<file path="src/hhps_pkg.sv">
`timescale 1ns / 1ps

package hhps_pkg;

	// Widths of the result fields.
	localparam int PAGE_COUNT_W = 25;
	localparam int REMAINING_W  = 32;
	localparam int RESET_TIME_W = 33;

	// Defaults for the top-level parameters.
	localparam int PAGE_BITS_DEF   = 24;
	localparam int QUEUE_DEPTH_DEF = 4;

	// Header names, matched at line start without regard to case.
	localparam int NAME_LINK_LEN = 4;
	localparam int NAME_REM_LEN  = 21;
	localparam int NAME_RST_LEN  = 17;
	localparam logic [8*NAME_LINK_LEN-1:0] NAME_LINK = "link";
	localparam logic [8*NAME_REM_LEN-1:0]  NAME_REM  = "x-ratelimit-remaining";
	localparam logic [8*NAME_RST_LEN-1:0]  NAME_RST  = "x-ratelimit-reset";

	// Patterns tracked inside the link line.
	localparam int PAGE_KEY_LEN = 5;
	localparam int REL_LEN      = 10;
	localparam logic [8*PAGE_KEY_LEN-1:0] PAT_PAGE = "page=";
	localparam logic [8*REL_LEN-1:0]      PAT_LAST = "rel=\"last\"";
	localparam logic [8*REL_LEN-1:0]      PAT_PREV = "rel=\"prev\"";

	// Indexes of the three header names.
	localparam logic [1:0] NAME_IDX_LINK = 2'd0;
	localparam logic [1:0] NAME_IDX_REM  = 2'd1;
	localparam logic [1:0] NAME_IDX_RST  = 2'd2;

	// Which value the current line feeds.
	typedef enum logic [1:0] {
		TGT_NONE = 2'd0,
		TGT_LINK = 2'd1,
		TGT_REM  = 2'd2,
		TGT_RST  = 2'd3
	} target_t;

	// One classified header byte as it sits in the queue.
	typedef struct packed {
		logic [7:0] data_byte;
		logic [7:0] lower_byte;
		logic       is_digit;
		logic [3:0] digit;
		logic       is_newline;
		logic       is_blank;
		logic       is_colon;
		logic       prev_qual;
		logic       is_last;
	} byte_class_t;

	// Queue status seen by the front and the back.
	typedef struct packed {
		logic full;
		logic empty;
	} queue_stat_t;

	function automatic logic [4:0] name_len(input logic [1:0] idx);
		logic [4:0] len;
		unique case (idx)
			NAME_IDX_LINK: len = 5'(NAME_LINK_LEN);
			NAME_IDX_REM:  len = 5'(NAME_REM_LEN);
			NAME_IDX_RST:  len = 5'(NAME_RST_LEN);
			default:       len = 5'd0;
		endcase
		return len;
	endfunction

	// Character of a header name at a line position; zero past its end.
	function automatic logic [7:0] name_char(input logic [1:0] idx, input logic [4:0] pos);
		logic [7:0] c;
		c = 8'h00;
		unique case (idx)
			NAME_IDX_LINK: begin
				if (pos < 5'(NAME_LINK_LEN))
					c = NAME_LINK[8*(NAME_LINK_LEN-1-int'(pos)) +: 8];
			end
			NAME_IDX_REM: begin
				if (pos < 5'(NAME_REM_LEN))
					c = NAME_REM[8*(NAME_REM_LEN-1-int'(pos)) +: 8];
			end
			NAME_IDX_RST: begin
				if (pos < 5'(NAME_RST_LEN))
					c = NAME_RST[8*(NAME_RST_LEN-1-int'(pos)) +: 8];
			end
			default: c = 8'h00;
		endcase
		return c;
	endfunction

	function automatic logic [7:0] page_char(input logic [2:0] pos);
		logic [7:0] c;
		c = 8'h00;
		if (pos < 3'(PAGE_KEY_LEN))
			c = PAT_PAGE[8*(PAGE_KEY_LEN-1-int'(pos)) +: 8];
		return c;
	endfunction

	function automatic logic [7:0] last_char(input logic [3:0] pos);
		logic [7:0] c;
		c = 8'h00;
		if (pos < 4'(REL_LEN))
			c = PAT_LAST[8*(REL_LEN-1-int'(pos)) +: 8];
		return c;
	endfunction

	function automatic logic [7:0] prev_char(input logic [3:0] pos);
		logic [7:0] c;
		c = 8'h00;
		if (pos < 4'(REL_LEN))
			c = PAT_PREV[8*(REL_LEN-1-int'(pos)) +: 8];
		return c;
	endfunction

endpackage

</file>
<file path="src/hhps_front.sv">
`timescale 1ns / 1ps

module hhps_front (
	input  logic                      clk,
	input  logic                      arst_n,
	input  logic                      in_valid,
	output logic                      in_stall,
	input  logic [7:0]                data_byte,
	input  logic                      end_of_block,
	input  hhps_pkg::queue_stat_t     q_stat,
	output logic                      push,
	output hhps_pkg::byte_class_t     entry
);
	import hhps_pkg::*;

	// Set when the byte before this one was a '?' or an '&'.
	logic prev_qual_q;

	assign in_stall = q_stat.full;
	assign push     = in_valid && !q_stat.full;

	always_comb begin
		entry.data_byte  = data_byte;
		entry.lower_byte = (data_byte >= "A" && data_byte <= "Z") ?
			data_byte + 8'd32 : data_byte;
		entry.is_digit   = (data_byte >= "0" && data_byte <= "9");
		entry.digit      = 4'(data_byte - "0");
		entry.is_newline = (data_byte == "\n");
		entry.is_blank   = (data_byte == " " || data_byte == "\t");
		entry.is_colon   = (data_byte == ":");
		entry.prev_qual  = prev_qual_q;
		entry.is_last    = end_of_block;
	end

	// The previous byte starts over as zero with every new block.
	always_ff @(posedge clk or negedge arst_n) begin
		if (!arst_n) begin
			prev_qual_q <= 1'b0;
		end else if (push) begin
			prev_qual_q <= !end_of_block && (data_byte == "?" || data_byte == "&");
		end
	end

endmodule

</file>
<file path="src/hhps_fifo.sv">
`timescale 1ns / 1ps

module hhps_fifo #(
	parameter int DEPTH = hhps_pkg::QUEUE_DEPTH_DEF
) (
	input  logic                  clk,
	input  logic                  arst_n,
	input  logic                  push,
	input  hhps_pkg::byte_class_t push_data,
	input  logic                  pop,
	output hhps_pkg::byte_class_t head,
	output hhps_pkg::queue_stat_t q_stat
);
	import hhps_pkg::*;

	localparam int PW = (DEPTH > 1) ? $clog2(DEPTH) : 1;
	localparam int CW = $clog2(DEPTH + 1);

	byte_class_t         slot_q [DEPTH];
	logic [PW-1:0]       wr_ptr_q;
	logic [PW-1:0]       rd_ptr_q;
	logic [CW-1:0]       count_q;

	function automatic logic [PW-1:0] ptr_next(input logic [PW-1:0] ptr);
		return (ptr == PW'(DEPTH - 1)) ? '0 : ptr + PW'(1);
	endfunction

	assign head         = slot_q[rd_ptr_q];
	assign q_stat.full  = (count_q == CW'(DEPTH));
	assign q_stat.empty = (count_q == '0);

	always_ff @(posedge clk) begin
		if (push)
			slot_q[wr_ptr_q] <= push_data;
	end

	always_ff @(posedge clk or negedge arst_n) begin
		if (!arst_n) begin
			wr_ptr_q <= '0;
			rd_ptr_q <= '0;
			count_q  <= '0;
		end else begin
			if (push)
				wr_ptr_q <= ptr_next(wr_ptr_q);
			if (pop)
				rd_ptr_q <= ptr_next(rd_ptr_q);
			case ({push, pop})
				2'b10:   count_q <= count_q + CW'(1);
				2'b01:   count_q <= count_q - CW'(1);
				default: count_q <= count_q;
			endcase
		end
	end

endmodule

</file>
<file path="src/hhps_back.sv">
`timescale 1ns / 1ps

module hhps_back #(
	parameter int PAGE_BITS = hhps_pkg::PAGE_BITS_DEF
) (
	input  logic                                  clk,
	input  logic                                  arst_n,
	input  hhps_pkg::queue_stat_t                 q_stat,
	input  hhps_pkg::byte_class_t                 head,
	output logic                                  pop,
	output logic                                  out_valid,
	input  logic                                  out_stall,
	output logic [hhps_pkg::PAGE_COUNT_W-1:0]     page_count,
	output logic signed [hhps_pkg::REMAINING_W-1:0] rate_remaining,
	output logic signed [hhps_pkg::RESET_TIME_W-1:0] rate_reset_time
);
	import hhps_pkg::*;

	// Scanner state.
	logic [4:0]           line_pos_q,  line_pos_d;
	logic [2:0]           cand_q,      cand_d;
	target_t              target_q,    target_d;
	logic                 skip_q,      skip_d;
	logic [2:0]           seen_q,      seen_d;
	logic [30:0]          rem_q,       rem_d;
	logic [31:0]          rst_q,       rst_d;
	logic [PAGE_BITS-1:0] cur_page_q,  cur_page_d;
	logic [2:0]           pk_q,        pk_d;
	logic [3:0]           rel_q,       rel_d;
	logic [3:0]           prv_q,       prv_d;
	logic                 key_ok_q,    key_ok_d;
	logic                 reading_q,   reading_d;
	logic                 pvalid_q,    pvalid_d;
	logic                 last_fnd_q,  last_fnd_d;
	logic                 prev_fnd_q,  prev_fnd_d;
	logic [PAGE_BITS-1:0] last_page_q, last_page_d;
	logic [PAGE_BITS:0]   prev_page_q, prev_page_d;
	logic                 closed_q,    closed_d;

	// Result register.
	logic                     out_valid_q;
	logic [PAGE_COUNT_W-1:0]  page_count_q,  page_count_d;
	logic [REMAINING_W-1:0]   remaining_q,   remaining_d;
	logic [RESET_TIME_W-1:0]  reset_time_q,  reset_time_d;

	// Saturating decimal accumulators.
	logic [PAGE_BITS+3:0] page_acc;
	logic [PAGE_BITS-1:0] page_sat;
	logic [34:0]          rem_acc;
	logic [30:0]          rem_sat;
	logic [35:0]          rst_acc;
	logic [31:0]          rst_sat;

	logic [2:0] hit;
	logic       consume;
	logic [2:0] pk_new;
	logic [7:0] b;

	assign b = head.data_byte;

	// A last byte waits while the previous result is still held.
	assign pop = !q_stat.empty && (!head.is_last || !out_valid_q || !out_stall);

	always_comb begin
		page_acc = ({4'b0, cur_page_q} << 3) + ({4'b0, cur_page_q} << 1)
			+ (PAGE_BITS+4)'(head.digit);
		page_sat = (|page_acc[PAGE_BITS+3:PAGE_BITS]) ? '1 : page_acc[PAGE_BITS-1:0];
		rem_acc  = ({4'b0, rem_q} << 3) + ({4'b0, rem_q} << 1) + 35'(head.digit);
		rem_sat  = (|rem_acc[34:31]) ? '1 : rem_acc[30:0];
		rst_acc  = ({4'b0, rst_q} << 3) + ({4'b0, rst_q} << 1) + 36'(head.digit);
		rst_sat  = (|rst_acc[35:32]) ? '1 : rst_acc[31:0];
	end

	always_comb begin
		line_pos_d  = line_pos_q;
		cand_d      = cand_q;
		target_d    = target_q;
		skip_d      = skip_q;
		seen_d      = seen_q;
		rem_d       = rem_q;
		rst_d       = rst_q;
		cur_page_d  = cur_page_q;
		pk_d        = pk_q;
		rel_d       = rel_q;
		prv_d       = prv_q;
		key_ok_d    = key_ok_q;
		reading_d   = reading_q;
		pvalid_d    = pvalid_q;
		last_fnd_d  = last_fnd_q;
		prev_fnd_d  = prev_fnd_q;
		last_page_d = last_page_q;
		prev_page_d = prev_page_q;
		closed_d    = closed_q;
		hit         = '0;
		consume     = 1'b1;
		pk_new      = '0;

		if (target_q == TGT_NONE) begin
			if (!head.is_newline) begin
				for (int i = 0; i < 3; i++)
					hit[i] = cand_q[i] && line_pos_q == name_len(2'(i)) && head.is_colon;
				if (|hit) begin
					seen_d = seen_q | hit;
					skip_d = 1'b1;
					cand_d = '0;
					if (hit[NAME_IDX_LINK])
						target_d = TGT_LINK;
					else if (hit[NAME_IDX_REM])
						target_d = TGT_REM;
					else
						target_d = TGT_RST;
				end else begin
					for (int i = 0; i < 3; i++) begin
						if (cand_q[i]) begin
							if (line_pos_q < name_len(2'(i))) begin
								if (head.lower_byte != name_char(2'(i), line_pos_q))
									cand_d[i] = 1'b0;
							end else begin
								cand_d[i] = 1'b0;
							end
						end
					end
				end
			end
		end else begin
			if (skip_q) begin
				if (head.is_blank)
					consume = 1'b0;
				else
					skip_d = 1'b0;
			end
			if (consume) begin
				if (target_q == TGT_LINK) begin
					if (head.is_newline) begin
						closed_d = 1'b1;
					end else begin
						// A rel pattern takes the page seen before it on the line.
						if (rel_q == 4'(REL_LEN) && pvalid_q && !last_fnd_q) begin
							last_fnd_d  = 1'b1;
							last_page_d = cur_page_q;
						end
						if (prv_q == 4'(REL_LEN) && pvalid_q) begin
							prev_fnd_d  = 1'b1;
							prev_page_d = {1'b0, cur_page_q} + (PAGE_BITS+1)'(1);
						end
						if (reading_q) begin
							if (head.is_digit)
								cur_page_d = page_sat;
							else
								reading_d = 1'b0;
						end
						if (pk_q < 3'(PAGE_KEY_LEN) && b == page_char(pk_q))
							pk_new = pk_q + 3'd1;
						else
							pk_new = (b == page_char(3'd0)) ? 3'd1 : 3'd0;
						if (pk_new == 3'd1)
							key_ok_d = head.prev_qual;
						if (pk_new == 3'(PAGE_KEY_LEN)) begin
							if (key_ok_q) begin
								pvalid_d   = 1'b1;
								reading_d  = 1'b1;
								cur_page_d = '0;
							end
							pk_d = '0;
						end else begin
							pk_d = pk_new;
						end
						if (rel_q < 4'(REL_LEN) && b == last_char(rel_q))
							rel_d = rel_q + 4'd1;
						else
							rel_d = (b == last_char(4'd0)) ? 4'd1 : 4'd0;
						if (prv_q < 4'(REL_LEN) && b == prev_char(prv_q))
							prv_d = prv_q + 4'd1;
						else
							prv_d = (b == prev_char(4'd0)) ? 4'd1 : 4'd0;
					end
				end else if (head.is_digit) begin
					if (target_q == TGT_REM)
						rem_d = rem_sat;
					else
						rst_d = rst_sat;
				end else begin
					target_d = TGT_NONE;
				end
			end
		end

		if (head.is_newline) begin
			line_pos_d = '0;
			cand_d     = ~seen_q;
			target_d   = TGT_NONE;
			skip_d     = 1'b0;
		end else if (line_pos_q != 5'd31) begin
			line_pos_d = line_pos_q + 5'd1;
		end

		page_count_d = PAGE_COUNT_W'(1);
		if (seen_d[NAME_IDX_LINK] && closed_d) begin
			if (last_fnd_d)
				page_count_d = PAGE_COUNT_W'(last_page_d);
			else if (prev_fnd_d)
				page_count_d = PAGE_COUNT_W'(prev_page_d);
		end
		remaining_d  = seen_d[NAME_IDX_REM] ? {1'b0, rem_d} : '1;
		reset_time_d = seen_d[NAME_IDX_RST] ? {1'b0, rst_d} : '1;

		// The block's last byte leaves the scanner as after reset.
		if (head.is_last) begin
			line_pos_d  = '0;
			cand_d      = '1;
			target_d    = TGT_NONE;
			skip_d      = 1'b0;
			seen_d      = '0;
			rem_d       = '0;
			rst_d       = '0;
			cur_page_d  = '0;
			pk_d        = '0;
			rel_d       = '0;
			prv_d       = '0;
			key_ok_d    = 1'b0;
			reading_d   = 1'b0;
			pvalid_d    = 1'b0;
			last_fnd_d  = 1'b0;
			prev_fnd_d  = 1'b0;
			last_page_d = '0;
			prev_page_d = '0;
			closed_d    = 1'b0;
		end
	end

	always_ff @(posedge clk or negedge arst_n) begin
		if (!arst_n) begin
			line_pos_q  <= '0;
			cand_q      <= '1;
			target_q    <= TGT_NONE;
			skip_q      <= 1'b0;
			seen_q      <= '0;
			rem_q       <= '0;
			rst_q       <= '0;
			cur_page_q  <= '0;
			pk_q        <= '0;
			rel_q       <= '0;
			prv_q       <= '0;
			key_ok_q    <= 1'b0;
			reading_q   <= 1'b0;
			pvalid_q    <= 1'b0;
			last_fnd_q  <= 1'b0;
			prev_fnd_q  <= 1'b0;
			last_page_q <= '0;
			prev_page_q <= '0;
			closed_q    <= 1'b0;
			out_valid_q <= 1'b0;
		end else begin
			if (pop) begin
				line_pos_q  <= line_pos_d;
				cand_q      <= cand_d;
				target_q    <= target_d;
				skip_q      <= skip_d;
				seen_q      <= seen_d;
				rem_q       <= rem_d;
				rst_q       <= rst_d;
				cur_page_q  <= cur_page_d;
				pk_q        <= pk_d;
				rel_q       <= rel_d;
				prv_q       <= prv_d;
				key_ok_q    <= key_ok_d;
				reading_q   <= reading_d;
				pvalid_q    <= pvalid_d;
				last_fnd_q  <= last_fnd_d;
				prev_fnd_q  <= prev_fnd_d;
				last_page_q <= last_page_d;
				prev_page_q <= prev_page_d;
				closed_q    <= closed_d;
			end
			if (pop && head.is_last)
				out_valid_q <= 1'b1;
			else if (!out_stall)
				out_valid_q <= 1'b0;
		end
	end

	always_ff @(posedge clk) begin
		if (pop && head.is_last) begin
			page_count_q <= page_count_d;
			remaining_q  <= remaining_d;
			reset_time_q <= reset_time_d;
		end
	end

	assign out_valid       = out_valid_q;
	assign page_count      = page_count_q;
	assign rate_remaining  = signed'(remaining_q);
	assign rate_reset_time = signed'(reset_time_q);

endmodule

</file>
<file path="src/http_header_pagination_scanner.sv">
// Result path: a block's final byte goes into the queue and is then popped into the output
// register, which puts its result beat on the ports; that pop waits while an older beat is held.
// Throughput: one header byte per cycle unless a final byte waits on a held beat; the back end
// updates all matchers at once for each byte.
// Reset: arst_n clears the queue, the scanner state and the output valid at once; no clearing pass.
`timescale 1ns / 1ps

module http_header_pagination_scanner #(
	parameter int PAGE_BITS   = hhps_pkg::PAGE_BITS_DEF,
	parameter int QUEUE_DEPTH = hhps_pkg::QUEUE_DEPTH_DEF
) (
	input  logic                                     clk,
	input  logic                                     arst_n,
	input  logic                                     in_valid,
	output logic                                     in_stall,
	input  logic [7:0]                               data_byte,
	input  logic                                     end_of_block,
	output logic                                     out_valid,
	input  logic                                     out_stall,
	output logic [hhps_pkg::PAGE_COUNT_W-1:0]        page_count,
	output logic signed [hhps_pkg::REMAINING_W-1:0]  rate_remaining,
	output logic signed [hhps_pkg::RESET_TIME_W-1:0] rate_reset_time
);
	import hhps_pkg::*;

	// The front end classifies each byte (case folding, digit value, separators and
	// whether the byte before it opens a query parameter) and writes it into a small
	// queue. The back end pops one classified byte per cycle and runs the name
	// matchers, value accumulators and link-line pattern trackers. Only the final byte
	// of a block has to wait for the output register; ordinary bytes keep flowing even
	// while a result beat is held by a stalled receiver.

	queue_stat_t q_stat;
	byte_class_t push_entry;
	byte_class_t head;
	logic        push;
	logic        pop;

	hhps_front u_front (
		.clk          (clk),
		.arst_n       (arst_n),
		.in_valid     (in_valid),
		.in_stall     (in_stall),
		.data_byte    (data_byte),
		.end_of_block (end_of_block),
		.q_stat       (q_stat),
		.push         (push),
		.entry        (push_entry)
	);

	hhps_fifo #(
		.DEPTH (QUEUE_DEPTH)
	) u_fifo (
		.clk       (clk),
		.arst_n    (arst_n),
		.push      (push),
		.push_data (push_entry),
		.pop       (pop),
		.head      (head),
		.q_stat    (q_stat)
	);

	hhps_back #(
		.PAGE_BITS (PAGE_BITS)
	) u_back (
		.clk             (clk),
		.arst_n          (arst_n),
		.q_stat          (q_stat),
		.head            (head),
		.pop             (pop),
		.out_valid       (out_valid),
		.out_stall       (out_stall),
		.page_count      (page_count),
		.rate_remaining  (rate_remaining),
		.rate_reset_time (rate_reset_time)
	);

	// The back end never reads an empty queue.
	assert property (@(posedge clk) disable iff (!arst_n) pop |-> !q_stat.empty)
		else $error("pop from empty queue");

	// A final byte is not consumed while a result beat is still held.
	assert property (@(posedge clk) disable iff (!arst_n)
		(pop && head.is_last) |-> !(out_valid && out_stall))
		else $error("result overwritten while stalled");

	// A result beat appears only after a final byte left the queue.
	assert property (@(posedge clk) disable iff (!arst_n)
		$rose(out_valid) |-> $past(pop && head.is_last))
		else $error("result without final byte");

	// Nothing enters the queue while it is full.
	assert property (@(posedge clk) disable iff (!arst_n) q_stat.full |-> !push)
		else $error("push into full queue");

endmodule

</file>
<file path="config.mk">
export PLATFORM = sky130hd
export DESIGN_NAME = http_header_pagination_scanner
export DESIGN_NICKNAME = d
export VERILOG_FILES = /design/src/hhps_pkg.sv /design/src/hhps_front.sv /design/src/hhps_fifo.sv /design/src/hhps_back.sv /design/src/http_header_pagination_scanner.sv
export SDC_FILE = /design/constraint.sdc
export NUM_CORES = 1
export LEC_CHECK = 0
export ABC_AREA = 1
export BUFFER_PORTS_ARGS = -buffer_cell sky130_fd_sc_hd__buf_4
export CORE_ASPECT_RATIO = 0.9
export CORE_UTILIZATION = 30
export DETAILED_ROUTE_END_ITERATION = 10
export GPL_ROUTABILITY_DRIVEN = 1
export GPL_TIMING_DRIVEN = 0
export PLACE_DENSITY = 0.56
export SLEW_MARGIN = 20
export SYNTH_ARGS = -nofsm -noshare
export SYNTH_HDL_FRONTEND = slang
export SYNTH_SLANG_ARGS = --single-unit
</file>
<file path="constraint.sdc">
create_clock -name clk -period 5.23 [get_ports clk]
set_input_delay 0.523 -clock clk [delete_from_list [all_inputs] [get_ports clk]]
set_output_delay 0.523 -clock clk [all_outputs]
set_load 0.005 [all_outputs]
</file>
# == After elaboration in Yosys (flattened, before gate mapping) ==
# Memory sizes are Yosys's and may differ from the RTL's.
# Cells that the tools add are included.
# Widths: inputs -> output; s select.
# classes
add_sub_neg,23
order_cmp,13
eq_ne,35
n_shift,6
muxes,201
bitwise,4
n_reduce_logical,53
# ops
operator,n
$mux 24,18
$mux 8,34
$mux 32,8
$mux 31,7
$shiftx 168x32->8 const A,1
$shiftx 80x32->8 const A,2
$mux 25,6
$shiftx 136x32->8 const A,1
$mux 5,21
$mux 1,64
$mux 3,19
$mux 4,12
$shiftx 40x32->8 const A,1
$add 35x33->36,1
$add 36x4->36,1
$add 34x32->35,1
$add 35x4->35,1
$mux 33,1
$eq 8x6->1 const B,4
$shiftx 32x32->8 const A,1
$add 27x25->28,1
$add 28x4->28,1
$add 24x1->25 const B,1
$eq 8x8->1,3
53 further kinds,125
# word_totals
ff_bits,266
ram_bits,104
input_bits,13
out_inout_bits,92
word_cells,366
n_memories,1
# memory_table
name,words,width,rd,rd_clocked_by_memory_dff,write_ports,line,text
u_fifo.slot_q,4,26,1,0,1,hhps_fifo.sv:19,byte_class_t slot_q [DEPTH];

# == Logic depth before layout (Yosys ltp) ==
# Gate-level depths: netlist of run 1.
# An unclocked memory read counts as a cell.
# logic_depth
ltp_word,24
depth_mapped,24
depth_no_buf,22

# == Cells and area by module ==
# A second synthesis of run 1 with hierarchy kept.
# unflattened
cells_unflattened,3528
hier_area_um2,27222.4
# by_module_without_submodules
mod,n_inst,cells_each,area_each_um2,seq_area_each_um2
hhps_back,1,3084,21943.5,6910.4
hhps_fifo,1,357,4800.9,3298.2
hhps_front,1,87,478.0,25.0

# == Worst setup path before layout of run 1 ==
# Ideal clock, no wire load.
# synth_timing
path_kind,register to register
startpoint,register u_fifo.rd_ptr_q[1]
endpoint,"register u_back.reset_time_q[23], in the netlist u_back.rate_reset_time[23] (data pin)"
setup_ps,264
arrival_ps,3278
required_time_ps,4966
path_slack_ps,1688
stages_incl_launch_ff,20
path_buffers,2
synth_period_minus_slack_ps,3542
cell_sequence,dfrtp_1 -> buf_4 -> clkinv_4 -> nand3_1 -> nand2_2 -> inv_2 -> fa_1 -> inv_1 -> fa_1 -> o21ai_2 -> a21boi_1 -> o21ai_2 -> nand3_1 -> nand2_1 -> nand2_1 -> a21oi_2 -> buf_4 -> nand3_1 -> nand2_1 -> nand2_1
# synth_via
elab_chain_cells,9
elab_cells_between_ends,20
cone_classes,1 x add/sub; 12 x mux; 1 x bitwise; 5 x reduce/logical; 1 x memory
# synth_rtl
element,line,text
start: declaration,hhps_fifo.sv:21,logic [PW-1:0] rd_ptr_q;
start signal: assignment,hhps_fifo.sv:46,rd_ptr_q <= ptr_next(rd_ptr_q);
$mem_v2 4x26 (*),n/a,
$add 36x4->36,hhps_back.sv:70,"rst_acc = ({4'b0, rst_q} << 3) + ({4'b0, rst_q} << 1) + 36'(head.digit);"
$reduce_or 4->1,hhps_back.sv:71,rst_sat = (|rst_acc[35:32]) ? '1 : rst_acc[31:0];
$mux 32,hhps_back.sv:71,
$mux 32,hhps_back.sv:178,if (target_q == TGT_REM)
$mux 32,hhps_back.sv:177,end else if (head.is_digit) begin
$mux 32,hhps_back.sv:133,if (target_q == TGT_LINK) begin
$mux 32,hhps_back.sv:132,if (consume) begin
$mux 32,hhps_back.sv:98,if (target_q == TGT_NONE) begin
end signal: assignment,hhps_back.sv:286,reset_time_q <= reset_time_d;
end: declaration,hhps_back.sv:44,"logic [RESET_TIME_W-1:0] reset_time_q, reset_time_d;"
# Every way passes the cells marked *; elsewhere a longest branch is shown, timed or not. The select of a mux whose other input is x is not followed.
# A chain may end at the register's enable or synchronous reset.

# == Worst setup path after layout of run 1 ==
# layout_timing
startpoint,register u_fifo.rd_ptr_q[0]
endpoint,"register u_back.remaining_q[0], in the netlist u_back.rate_remaining[0] (data pin)"
# layout_via
elab_chain_cells,9
elab_cells_between_ends,20
cone_classes,1 x add/sub; 12 x mux; 1 x bitwise; 5 x reduce/logical; 1 x memory
# layout_rtl
element,line,text
$mem_v2 4x26 (*),n/a,
$add 35x4->35,hhps_back.sv:68,"rem_acc = ({4'b0, rem_q} << 3) + ({4'b0, rem_q} << 1) + 35'(head.digit);"
$reduce_or 4->1,hhps_back.sv:69,rem_sat = (|rem_acc[34:31]) ? '1 : rem_acc[30:0];
$mux 31,hhps_back.sv:69,
$mux 31,hhps_back.sv:178,
$mux 31,hhps_back.sv:177,
$mux 31,hhps_back.sv:133,
$mux 31,hhps_back.sv:132,
$mux 31,hhps_back.sv:98,
end signal: assignment,hhps_back.sv:285,remaining_q <= remaining_d;
end: declaration,hhps_back.sv:43,"logic [REMAINING_W-1:0] remaining_q, remaining_d;"
# Marked as above.

==> results, run 1 <==
- The run finished with clean final reports.
- Synthesis produced a netlist with a net count of 3513.
- The clock skew after layout is 0.0345 ns.
- The number of port buffers is roughly 100.
- The overall track demand over capacity in global routing is 18.0%.
- In the routed design, unresolved DRC markers number 0.
- 0 antenna diodes ended up in the layout.
- Setup repair after global routing left no endpoint under its margin.
- The highest net fanout along the worst path is 10.
- In this run the horizontal extent of the chip is 304 um.
- After global routing the overflow that remains totals 0.
- The remaining max-slew budget at the tightest pin is 26.7%.
- In this run, synthesis inferred 158 flip-flops with an integrated enable.
- The initial antenna violation count was 3.
- Entering global routing, the biggest net connects 97 pins.
- The initial utilization of the core area, before any placement, comes to between 30% and 40%.
- The fraction of met2 tracks used by global routing is 28.5%.
- The sequential fraction of design power is 29.1%.
- For met1 alone, demand over resource in global routing was 26.1%.
- Data on the critical path arrives at its endpoint at 5.19 ns.
- The critical path buffer and inverter count is 4.
- The number of different library cells used by synthesis comes to 64.
- The post-synth design cell area is 24700 um^2.
- The achievable clock frequency is roughly 200 MHz.
- The HPWL after detailed placement is 58.1 mm.
- The worst vdd rail ir drop is 0.395 mV.
- The number of buffers inserted during clock tree synthesis is 39.
- The total net switching power is 5.76 mW.
- The number of instances in the synthesized netlist is 3296.
- After filler insertion, the fill cell instance count of the layout stands at approximately 8600.
- The transition time of the tightest slew-check pin is 1.10 ns.
- Clock tree synthesis selected as its root buffer the cell sky130_fd_sc_hd__clkbuf_16.
- The number of global-route vias before repair is 21400.
- The CTS tree is done.
- The number of endpoints with negative hold slack in the final report came to 0.
- The clock insertion delay at the later pin of the skew report is 0.59 ns.
- The maximum root-to-sink buffer count is 3.
- The portion of the post-synthesis area used by sequential elements is between 30% and 40%.
- The die covers about 84000 um^2.
- The mean number of vias per cell is 4.98.
- For the worst setup path, the data required time is 5.50 ns.
- The number of sinks driven by the clock tree is 334.
- The final layout contains routed wiring with a total length of 76.4 mm.
- From synthesis to final layout, the design area changed by 14.2%.
- Clock-pin slew was measured on the worst setup and hold paths at about 0.060 ns.
- A synthesized cell averages between 7 and 8 um^2.
- The worst hold margin is 0.162 ns.
- The clock tree synthesis step divided the H-tree into 2 levels.
- The power share of the clock group is between 20% and 30%.
- The top cell types in the final layout, fill and taps aside, are sky130_fd_sc_hd__nand2_1, sky130_fd_sc_hd__inv_1, sky130_fd_sc_hd__nand3_1.
- The residual antenna-violating net count after detailed routing is 0.
- The number of placement rows is 99.
- The delay of the slowest cell on the worst path is approximately 0.5 ns.
- In this run, synthesis produced a sequential element count of 334.
- The combinational share of power is between 40 and 50%.
- In this run switching power makes up 45.9% of total power.
- The area of the core region is 81300 um^2.
- The leading register cell type out of synthesis is sky130_fd_sc_hd__dfrtp_1.
- The count of TritonRoute iterations in the first routing pass is 5.
- The max-capacitance violation count is 0.
- The element type at the critical path start is a flop.
- The post-route minimum period is 4.92 ns.
- The worst setup path is captured at a flop.
- The class of the worst hold path is in -> reg.
- The gate family responsible for the most delay along the worst path is simple AND/OR/NAND/NOR gates.
- The congestion estimate from routability-driven global placement came to 0.936.
- Power spread over the standard cell area amounts to about 440 nW/um^2.
- After layout, the worst path uses 94.1% of the clock period.
- The critical-path cell with the highest stage delay is sky130_fd_sc_hd__inv_1.
- The global-route met3 utilization is 1.99%.
- The count of final max-slew check failures is 0.
- After layout, the design draws a total of 12.5 mW.
- The number of ports placed on the die boundary is 105.
- The vias after detailed routing is roughly 23000.
- The standby leakage power is 13.1 nW.
- The most common library cell in the layout ignoring fill and taps is sky130_fd_sc_hd__nand2_1.
- met2 is the most crowded layer.
- Cell internal power was estimated by the tool at 6.79 mW.
- The proportion of layout cells with a drive suffix above 1 is approximately 10%.
- The floorplan step set the die height to 274 um.
- The number of failing setup endpoints in the final timing report is 0.
- Setup total negative slack on the finished layout was measured at 0 ns.
- The number of nets in the finished design is 3665.
- The signal on the critical path passes through inv_2, buf_6, nand2_1, nand3_1, nand2_2, inv_1, ha_1, ha_1, fa_1, nand3_1, nand2_1, nand3_1, nand3_1, a21oi_1, o21ai_0, nor2_1, buf_2, nand4_1, nand2_1, nand2_1.
- The kind of critical path is reg -> reg.
- The detailed router finished its first iteration with about 1500 violations.
- After detailed routing, the average wire length per cell comes to 16.8 um.
- Counting flops with an async set or reset pin after synthesis yields a share of 52.7%.
- The Yosys step of the flow raised 0 warnings.
- The global-route wire length before repair is 120 mm.
==> registers in the layout, summed over array words and instances, names as in the netlist, 2 cells and up <==
signal and flops:
u_back.cur_page_q 24, u_back.cand_q 3, u_back.target_q 2, u_back.rst_q 32, u_back.seen_q 3, u_back.line_pos_q 5
u_back.rel_q 4, u_back.pk_q 3, u_fifo.slot_q 68, u_fifo.wr_ptr_q 2, u_back.rem_q 31, u_back.page_count 25
u_back.rate_reset_time 33, u_back.prev_page_q 25, u_fifo.rd_ptr_q 2, u_back.rate_remaining 32, u_fifo.count_q 3, u_back.prv_q 4
u_back.last_page_q 24
==> area by class of cell <==
cell class,instances,area (um^2),share of cell area [%]
multi-input combinational,2527,13700,48.6
sequential,334,9150,32.5
tap,1060,1330,4.70
inverter,331,1260,4.46
clock buffer,56,1090,3.87
timing repair buffer,111,906,3.21
buffer,104,591,2.09
clock inverter,16,163,0.577
==> per-stage QoR <==
step / setup slack [ns] / instance area, um^2 / util [%] / cells
finish: 0.308 / 28200 / 34.7 / 4539
global route: 0.0190 / 28200 / 34.7 / 4539
CTS: 0.350 / 28200 / 34.7 / 4539
detailed placement: 0.322 / 26900 / 33.2 / 4466
global placement: 0.292 / 26800 / 33.0 / 4460
floorplan: 1.69 / 24700 / - / 3296
==> path summary, 6_finish.rpt <==
kind	slack [ns]	cells past startpoint	endpoint	from
worst min register to register	0.47	1	u_fifo.count_q[0]	u_fifo.count_q[0]
worst max register to register	0.31	20	u_back.rate_remaining[0]	u_fifo.rd_ptr_q[0]
worst min-delay path	0.16	1	u_fifo.slot_q[1][0]	end_of_block
min in group asynchronous	0.39	2	u_back.rem_q[19]	arst_n
max in group asynchronous	4.09	3	u_back.cur_page_q[16]	arst_n
worst max-delay path	0.31	20	u_back.rate_remaining[0]	u_fifo.rd_ptr_q[0]
==> routing by layer <==
| metal | wire length (um) | up-vias |
|---|---|---|
| li1 | - | 11400 |
| met4 | 1390 | 0 |
| met3 | 3560 | 82 |
| met5 | 0 | - |
| met1 | 37700 | 10600 |
| met2 | 33700 | 531 |
==> power by group through the flow <==
stage / Combinational, mW / Clock (mW) / Sequential (mW)
global route: 6.88 / 2.89 / 3.70
finish: 6.16 / 2.74 / 3.65
detailed placement: 6.16 / 0 / 3.69
CTS: 6.18 / 2.82 / 3.65
floorplan: 4.18 / 0 / 3.59
global placement: 6.08 / 0 / 3.71
==> cells in the mapped netlist, drive strengths merged, types with 67 or more instances <==
master | number | area share (%)
inv | 328 | 5.0
o22ai | 70 | 1.8
o21ai | 216 | 4.5
dfrtp | 173 | 18
a21oi | 172 | 3.6
nand3 | 291 | 6.0
nand4 | 80 | 2.2
nand2 | 935 | 14
ha | 197 | 10
edfxtp | 158 | 19
nor2 | 288 | 4.6
or2 | 67 | 1.7
==> repair_timing <==
item,CTS,global route
hold buffers,1,0
resized for setup,0,0
setup buffers,0,0
hold endpoints to repair,25,0
==> cell families after synthesis <==
logic type / after synthesis / share of synthesized area, %
AOI/OAI and AO/OA: 534 / 12.1
xor gates and xnor gates: 71 / 2.58
and+or+nand+nor: 1718 / 30.2
adders and majority gates: 204 / 10.5
DFF: 334 / 37.0
buffers and inverters: 435 / 7.47
Note: power is estimated with default switching activity, not from simulation.
==> run 2, diff against run 1 <==
--- a/config.mk
+++ b/config.mk
@@ -12,6 +12,7 @@
 export DETAILED_ROUTE_END_ITERATION = 10
 export GPL_ROUTABILITY_DRIVEN = 1
 export GPL_TIMING_DRIVEN = 0
+export MAX_ROUTING_LAYER = met4
 export PLACE_DENSITY = 0.56
 export SLEW_MARGIN = 20
 export SYNTH_ARGS = -nofsm -noshare
==> run 2 against run 1 <==
Effect of this change:
- setup slack better by 0.042 ns
- clock skew up 0.00068 ns
- clock power up 12%
- first-iteration DRC count up 4.0%
- final cell count up 0.13%
- register-to-register slack better by 0.04 ns
- sequential power about the same
- maximum frequency up 0.87%
- combinational power up 0.6%
- highest routed layer unchanged
==> results, run 2 (synthesis results as in run 1) <==
- More flip-flops sit in one register than any other, and that register is u_fifo.slot_q.
- TritonCTS built the clock tree.
- The count of final max-slew check failures came to 0.
- After routing, the total negative slack on setup checks comes to 0 ns.
- The pre-CTS worst setup slack is 0.352 ns.
- The share of the cycle needed by the critical path after routing is between 90% and 100%.
- For this design the top-level I/O count stands at 105.
- The sequential cell area is roughly 9200 um^2.
- The critical path arrival is 5.14 ns.
- STA puts the critical path data required time at 5.49 ns.
- The area growth from synthesis to layout is 15.1%.
- The power per unit of standard cell area is 455 nW/um^2.
- The total overflow reported by the global router is 0.
- The global-route wire length before repair is around 120 mm.
- The slack of the worst reg-to-reg path is 0.35 ns.
- The achievable clock frequency is a little over 200 MHz.
- The most prevalent standard cell on the critical path is sky130_fd_sc_hd__nand3_1.
- The total wire length after detailed routing is 76.5 mm.
- STA classifies the critical path endpoint as a flop.
- The transition time of the tightest slew-check pin is 0.950 ns.
- Setup repair after global routing left no endpoint under its margin.
- The final worst-path setup slack is 0.351 ns.
- The number of placement rows is slightly below 100.
- For this run, the detailed router's first-pass iteration total came to 7.
- In this run the tightest slew margin relative to its limit is 36.7%.
- The max-capacitance violation count is 0.
- The post-route minimum period is 4.88 ns.
- The run finished with clean final reports.
- The core region is 81300 um^2.
- Global routing consumed, over all layers together, 18.7% of the routing resources.
- The critical-path cell with the highest stage delay is sky130_fd_sc_hd__fa_1.
- The number of port buffers is 104.
- The critical path is of the reg -> reg type.
- The start point of the worst min-delay path is end_of_block.
- The area of combinational cells with multiple inputs is 13700 um^2.
- The die covers 83500 um^2.
- STA classifies the critical path startpoint as a flop.
- The initial antenna violation count is 2.
- The number of remaining DRC errors is 0.
- VDD sags by at most 0.391 mV.
- Once the floorplan was initialized, standard cells occupied between 30% and 40% of the core.
- The worst min-delay path endpoint is u_fifo.slot_q[3][0].
- Of the cells placed in the final design, the portion with a size suffix greater than 1 is 10.8%.
- Walking the worst path, the cells encountered are buf_4, clkinv_4, nand3_1, nand2_2, inv_2, fa_1, fa_1, nand3_1, nand2_1, nand3_1, nand3_1, a21oi_1, o21ai_0, nor2_1, buf_2, nand4_1, nand2_1, nand2_1.
- At the end of the flow, the number of nets in the layout was 3670.
- The number of sinks driven by the clock tree is around 330.
- The path class of the tightest hold or removal check is in -> reg.
- In this design, the largest share of critical-path delay is due to simple AND/OR/NAND/NOR gates.
- In the routed layout, each cell is associated on average with a via count of 4.95.
- The number of failing setup endpoints in the final timing report is 0.
- The largest net degree at the start of global routing is just under 100.
- The vias after detailed routing is between 20000 and 25000.
- The number of endpoints with negative hold slack in the final report is 0.
- The worst register-to-register path begins at u_fifo.rd_ptr_q[1].
- The clock skew after layout is 0.0352 ns.
- The DRC violation total after the first TritonRoute iteration is 1597.
- No sink is reached through more buffers than the 3 on the longest clock path.
- The x dimension of the die is 304 um.
- In this run the number of H-tree levels came out at 2.
- In the layout the commonest cells are sky130_fd_sc_hd__nand2_1, sky130_fd_sc_hd__inv_1, sky130_fd_sc_hd__nand3_1.
- The clock insertion delay at the later pin of the skew report is approximately 0.60 ns.
- The number of buffers inserted during clock tree synthesis is just over 40.
- The critical path buffer and inverter count is 4.
- On the worst path, the slowest cell contributes a delay of 0.53 ns.
- The die is 274 um tall.
- Along the worst hold path, the cell count comes to 1.
- Detailed placement ended at an HPWL of 58.2 mm.
- The length in cells of the worst reg-to-reg path is 18.
- The count of filler cells inserted in the layout is ~8600.
- In this run the critical register-to-register path is captured at u_back.rate_remaining[0].
- The root buffer cell is sky130_fd_sc_hd__clkbuf_16.
- The number of global-route vias before repair is 21600.
- Leaving out fill and tap cells, the most frequent cell in the layout is sky130_fd_sc_hd__nand2_1.
- In the final routed layout, each cell accounts on average for 16.8 um.
- The number of antenna repair diodes is 0.
- The highest net fanout along the worst path is 11.
- The register with the most flip-flops in the layout has 68 of them.
- The standby leakage power is 13.2 nW.
- In this run the remaining antenna-violating nets after routing total 0.
- Routability-driven placement finished with a final weighted congestion of 0.958.
- The clock slew seen by the registers of the worst setup and hold paths is 0.06 ns.
## run 2: how the worst max path moves through the flow
| stage | endpoint | startpoint | cells after the start | slack (ns) |
|---|---|---|---|---|
| global placement | u_back.rate_remaining[30] | u_fifo.rd_ptr_q[0] | 20 | 0.27 |
| global route | u_back.rate_remaining[0] | u_fifo.rd_ptr_q[1] | 18 | 0.06 |
| finish | u_back.rate_remaining[0] | u_fifo.rd_ptr_q[1] | 18 | 0.35 |
| CTS | u_back.rate_remaining[0] | u_fifo.rd_ptr_q[0] | 22 | 0.32 |
| floorplan | u_back.rate_reset_time[23] | u_fifo.rd_ptr_q[1] | 19 | 1.69 |
| detailed placement | u_back.rate_remaining[30] | u_fifo.rd_ptr_q[0] | 20 | 0.35 |
## run 2: metal layers
| metal | global-route usage, % | share of wire (%) | routed length (um) | vias up |
|---|---|---|---|---|
| met5 | - | 0 | 0 | - |
| met4 | 5.02 | 2.2 | 1710 | 0 |
| met3 | 2.45 | 5.2 | 3970 | 101 |
| met2 | 28.4 | 44 | 33500 | 560 |
| met1 | 26.0 | 49 | 37300 | 10500 |
| li1 | - | - | - | 11400 |
## run 2: stage by stage
step	cells	hold slack (ns)	utilization (%)	power [mW]	area [um^2]
6_report	4545	0.161	35.0	12.9	28400
5_1_grt	4545	0.139	35.0	13.9	28400
4_1_cts	4542	0.133	34.9	13.0	28400
3_5_place_dp	4466	0.329	33.2	9.86	26900
3_3_place_gp	4460	0.465	33.0	9.80	26800
2_1_floorplan	3296	0.227	-	7.77	24700
## run 2: repair_timing
item	in CTS	in global routing
hold buffers	1	0
setup endpoints to repair	0	6
resized for setup	0	1
endpoints found under the hold margin	7	0
buffers inserted	0	3
## run 2: where the power goes
group / total [mW] / switching (mW) / internal (mW)
combinational: 6.20 / 4.29 / 1.90
sequential: 3.65 / 0.303 / 3.35
clock: 3.08 / 1.24 / 1.84
total: 12.9 / 5.84 / 7.09
## run 2: cell type report
type / count / share of cell area [%]
buffer: 104 / 2.08
clock buffer: 47 / 3.79
clock inverter: 28 / 1.27
inverter: 331 / 4.44
multi-input combinational: 2527 / 48.3
sequential: 334 / 32.2
tap: 1060 / 4.67
timing repair buffer: 114 / 3.29
